<file path="config.mk">
export PLATFORM = sky130hd
export DESIGN_NAME = pcr_div
export DESIGN_NICKNAME = d
export VERILOG_FILES = /design/src/sv/pcr_pkg.sv /design/src/sv/pcr_div.sv
export SDC_FILE = /design/constraint.sdc
export NUM_CORES = 2
export LEC_CHECK = 0
export BUFFER_PORTS_ARGS = -buffer_cell sky130_fd_sc_hd__buf_2
export CORE_UTILIZATION = 40
export CTS_CLUSTER_DIAMETER = 30
export DETAILED_ROUTE_END_ITERATION = 12
export PLACE_DENSITY = 0.53
export SLEW_MARGIN = 10
export SYNTH_ARGS = -nofsm -noshare
export SYNTH_HDL_FRONTEND = slang
export SYNTH_SLANG_ARGS = --single-unit
</file>
<file path="constraint.sdc">
create_clock -name clock -period 4.7 [get_ports clock]
set_input_delay 0.705 -clock clock [delete_from_list [all_inputs] [get_ports clock]]
set_output_delay 0.705 -clock clock [all_outputs]
set_load 0.02 [all_outputs]
</file>
<file path="src/sv/pcr_pkg.sv">
// Shared constants and types for the particle contact resolver.
`timescale 1ns / 1ps
package pcr_pkg;
   localparam int FRAC_BITS   = 12;
   localparam int VEC_W       = 63;
   localparam int PEN_W       = 21;
   localparam int MASS_W      = 16;
   localparam int TOTAL_W     = 17;
   localparam int REST_W      = 16;
   localparam int FACTOR_W    = 17;
   localparam int REST_SHIFT  = 15;
   localparam int DELTA_W     = 37;
   localparam int AXES        = 3;
   localparam int VECS        = 4;
   localparam int LANES       = 12;
   localparam int VEC_VA      = 0;
   localparam int VEC_VB      = 1;
   localparam int VEC_PA      = 2;
   localparam int VEC_PB      = 3;
   localparam logic [FACTOR_W-1:0] REST_ONE = FACTOR_W'(32768);
   localparam logic [DELTA_W-1:0] DELTA_LIMIT = {1'b1, {(DELTA_W-1){1'b0}}};

   typedef struct packed {
      logic valid;
      logic has;
      logic imp;
      logic mov;
   } pcr_flags_type;
endpackage

</file>
<file path="src/sv/pcr_div.sv">
// One pipelined restoring divider lane with saturation and floor rounding.
`timescale 1ns / 1ps
module pcr_div #(
   parameter int COMPONENT_BITS = 21
) (
   input  logic                                   clock,
   input  logic                                   en,
   input  logic [COMPONENT_BITS+39:0]             num,
   input  logic                                   neg,
   input  logic [pcr_pkg::TOTAL_W-1:0]            total,
   output logic signed [COMPONENT_BITS+1:0]       quo
);
   import pcr_pkg::*;

   localparam int CB = COMPONENT_BITS;
   localparam int MW = CB + 40;
   localparam int RW = TOTAL_W + FRAC_BITS + CB;

   logic [RW-1:0]      r_ff [0:CB];
   logic [CB-1:0]      q_ff [0:CB];
   logic [TOTAL_W-1:0] t_ff [0:CB];
   logic               n_ff [0:CB];
   logic               o_ff [0:CB];

   logic [MW-1:0] limit;
   assign limit = MW'({total, {(FRAC_BITS+CB){1'b0}}});

   always_ff @(posedge clock) begin
      if (en) begin
         r_ff[0] <= num[RW-1:0];
         q_ff[0] <= '0;
         t_ff[0] <= total;
         n_ff[0] <= neg;
         o_ff[0] <= (num >= limit);
      end
   end

   for (genvar j = 0; j < CB; j++) begin : g_stage
      localparam int K = CB - 1 - j;
      logic [RW-1:0] dsh;
      logic [RW:0]   trial;
      logic          take;
      assign dsh   = RW'(t_ff[j]) << (FRAC_BITS + K);
      assign trial = {1'b0, r_ff[j]} - {1'b0, dsh};
      assign take  = ~trial[RW];
      always_ff @(posedge clock) begin
         if (en) begin
            r_ff[j+1] <= take ? trial[RW-1:0] : r_ff[j];
            q_ff[j+1] <= {q_ff[j][CB-2:0], take};
            t_ff[j+1] <= t_ff[j];
            n_ff[j+1] <= n_ff[j];
            o_ff[j+1] <= o_ff[j];
         end
      end
   end

   // Overflow magnitudes are clamped far enough out that the later add saturates.
   logic [CB+1:0] magx;
   logic [CB+1:0] carry;
   always_comb begin
      magx  = o_ff[CB] ? (CB+2)'({1'b1, {CB{1'b0}}}) : (CB+2)'(q_ff[CB]);
      carry = (CB+2)'(r_ff[CB] != '0);
      quo   = n_ff[CB] ? $signed((CB+2)'(0) - magx - carry) : $signed(magx);
   end
endmodule

</file>
==> impl_metrics.csv <==
group,metric,value,unit
status,status,"finished with violations",
status,violations,"negative setup slack",
finish,layout_commonest_cell,"edfxtp_1",
critical_path,path_class,"flop to output port",
critical_path,r2r_setup_slack,0.88,ns
placed_design,routabilityCongestion,0.8557,
logic_synthesis,syn_inst,6027,
clock_tree,numCtsBuffers,402,
floorplan,initial_core_util,40.27,%
clock_tree,cts_max_path_buffers,4,
power,p_leak,0.03771,uW
logic_synthesis,synthArstFlopShare,0,%
timing,setup_viol,13,
floorplan,core,197400,um^2
logic_synthesis,syn_avg_cell_area,13.19,um^2
timing,slew_viol_final,0,
detailed_routing,routedWlPerCell,16.09,um
placed_design,placed_area,84010,um^2
detailed_routing,drtAntennaViolNets,0,
timing,fin_skew,0.04930,ns
clock_tree,cts_sinks,1732,
clock_tree,cts_tree,"done",
power,peakVddDrop,0.0004148,V
power,totalPowerFinal,61900,uW
clock_tree,insertion_delay,0.92,ns
finish,fillers,17040,
logic_synthesis,ys.flop_type,"edfxtp_1",
placed_design,io_buffers,103,
clock_tree,cts-root-buf,"clkbuf_16",
floorplan,die_h,447.8,um
critical_path,critical_path.startpoint_type,"flop",
timing,slew-limit-headroom,35.22,%
timing,setup_ws,-0.4518,ns
floorplan,die_x,447.8,um
timing,fin_tns_setup,-4.267,ns
timing,finalHoldViolCount,0,
global_routing,antenna_found_initial,6,
clock_tree,cts.clk_slew.worst_paths,0.05,ns
finish,final_nets,7114,
finish,mostFrequentLayoutCells,"edfxtp_1 (1,732), inv_1 (497), nand2_1 (450), clkbuf_16 (409), ha_1 (393)",
critical_path,required,3.99,ns
critical_path,cp_max_fo,4,
critical_path,critPathCaptureType,"output port",
critical_path,cp_data_arrival_time,4.45,ns
global_routing,globalRoute.totalOverflow,0,
detailed_routing,drt-pass1-iter-count,8,
finish,regArea,52010,um^2
timing,clock.fmax,194.1,MHz
global_routing,grt_usage,15.45,%
power,powerDensity,629.8,nW/um^2
timing,post-route-period-util,109.6,%
detailed_routing,wirelength,154.0,mm
floorplan,ios,104,
global_routing,grt_pass1_wl,249.6,mm
logic_synthesis,synth_fp_nets,6525,
logic_synthesis,yosysSeqAreaShare,65.41,%
timing,rsz0062_at_grt,"yes",
detailed_routing,avgViaCountPerCell,4.995,
global_routing,grt_pass1_vias,49818,
detailed_routing,vias,47804,
hold_path,hold_path.class,"input port to flop",
global_routing,grt_max_degree,138,
clock_tree,htree_levels,5,
logic_synthesis,synth_cell_type_count,79,
detailed_routing,drc,0,
placed_design,dpl_worst_slack,-0.4653,ns
finish,multi_input_area,25550,um^2
finish,finish.instance_area,98280,um^2
timing,fin_crit,5.152,ns
finish,area_delta_synth_final,23.61,%
detailed_routing,drt-initial-drc-count,2399,
logic_synthesis,syn-cell-area,79510,um^2
logic_synthesis,synth-edff-count,1732,
placed_design,hpwl,109.3,mm
logic_synthesis,yosysWarnings,0,
floorplan,std_cell_rows,163,
logic_synthesis,ys_seq_elements,1732,
finish,drive_gt1_share,13.60,%
floorplan,dieArea,200600,um^2
timing,worst_pin_slew,0.9628,ns
job,cap_violations,0,
[area by class of cell]
class / count / area share, %
Sequential cell: 1732 / 52.92
Multi-Input combinational cell: 3706 / 26.00
Timing Repair Buffer: 272 / 2.304
Clock buffer: 470 / 10.65
Antenna cell: 3 / 0.007639
Clock inverter: 245 / 2.844
Tap cell: 2640 / 3.361
Inverter: 502 / 1.917
[critical path, stage by stage (launching register included)]
cell and delay (ns):
edfxtp_1 0.37, nor4_2 0.27, buf_4 0.19, nand4_1 0.14, nor4_4 0.33, buf_4 0.18
ha_4 0.12, ha_4 0.14, inv_2 0.04, ha_4 0.16, o21bai_4 0.12, a21oi_2 0.08
nor2b_2 0.17, o22ai_2 0.09, o2111a_2 0.31, buf_6 0.14, o21ai_4 0.12, a21oi_2 0.07
xor2_1 0.15, mux2i_1 0.16, buf_4 0.17
[state kept, by name, summed over array words and instances, names as in the netlist]
register	cells
o_ff	22
n_ff	22
t_ff	357
q_ff	231
r_ff	1100
[layer usage]
metal / track usage (%) / routed length [um]
met4: 7.509 / 5866
met1: 16.08 / 59810
met5: 0 / 0
met2: 29.33 / 82540
met3: 2.994 / 5771
[synth_stat cells (9+ instances only)]
cell | instances | area share [%]
edfxtp_1 | 1732 | 65
inv_1 | 499 | 2.4
nand2_1 | 450 | 2.1
ha_1 | 396 | 6.2
o21ai_0 | 392 | 2.5
nor2_1 | 371 | 1.8
a21oi_1 | 327 | 2.1
xor2_1 | 240 | 2.6
xnor2_1 | 238 | 2.6
nand2b_1 | 128 | 1.0
a21o_1 | 118 | 1.1
nor3_1 | 117 | 0.74
nor4_1 | 97 | 0.76
clkbuf_1 | 79 | 0.37
o21a_1 | 79 | 0.75
nand3_1 | 67 | 0.42
nor2b_1 | 65 | 0.51
mux2_2 | 59 | 0.84
or3_1 | 56 | 0.44
o31ai_1 | 43 | 0.41
a211oi_1 | 41 | 0.39
a31oi_1 | 32 | 0.25
nand4_1 | 28 | 0.22
or2_2 | 27 | 0.21
and3_1 | 25 | 0.20
fa_1 | 21 | 0.53
o211ai_1 | 21 | 0.20
o21bai_1 | 21 | 0.20
and2_1 | 17 | 0.13
a211o_1 | 14 | 0.15
mux2i_1 | 14 | 0.18
a21boi_0 | 13 | 0.12
o31a_1 | 13 | 0.14
or4_1 | 13 | 0.12
nand3b_1 | 11 | 0.10
nor3b_1 | 10 | 0.094
nand4b_1 | 9 | 0.099
o2111ai_1 | 9 | 0.099
[logic make-up after synthesis]
family | Yosys count | share of synthesized area [%]
XOR/XNOR | 478 | 5.265
flip-flops | 1732 | 65.41
buffers and inverters | 589 | 2.801
AND/OR/NAND/NOR | 1516 | 9.231
adder cells (fa/ha/maj) | 417 | 6.760
AO/OA/AOI/OAI | 1221 | 9.499
multiplexers | 74 | 1.031
[path summary, 6_finish.rpt]
kind	start	to	depth (start not counted)
worst min-delay path	num[29]	r_ff[0][29]	1
worst min register to register	r_ff[1][354]	r_ff[2][4]	0
worst max register to register	r_ff[2][212]	r_ff[2][282]	13
worst max-delay path	r_ff[2][255]	quo[17]	20
[report_power, final]
| part | internal [uW] | total [uW] | switching (uW) | leakage [uW] |
|---|---|---|---|---|
| clock network | 18900 | 26900 | 7990 | 0.00643 |
| logic | 5730 | 13000 | 7260 | 0.0145 |
| registers | 20500 | 22000 | 1500 | 0.0167 |
[metrics by stage]
stage,instances,hold slack (ns),utilization [%]
after floorplan,6027,0.4003,-
after CTS,9567,0.001773,49.73
final,9570,0.07152,49.78
after detailed placement,8778,0.4045,42.55
after global placement,8778,0.4003,42.55
after global routing,9570,0.02610,49.78
[what timing repair did]
item / in CTS / in global routing
pin swaps: 32 / 18
resized for setup: 62 / 19
endpoints found under the setup margin: 21 / 18
endpoints found under the hold margin: 61 / 0
setup buffers: 14 / 2
hold buffers: 61 / 0
Note: power is estimated with default switching activity, not from simulation.
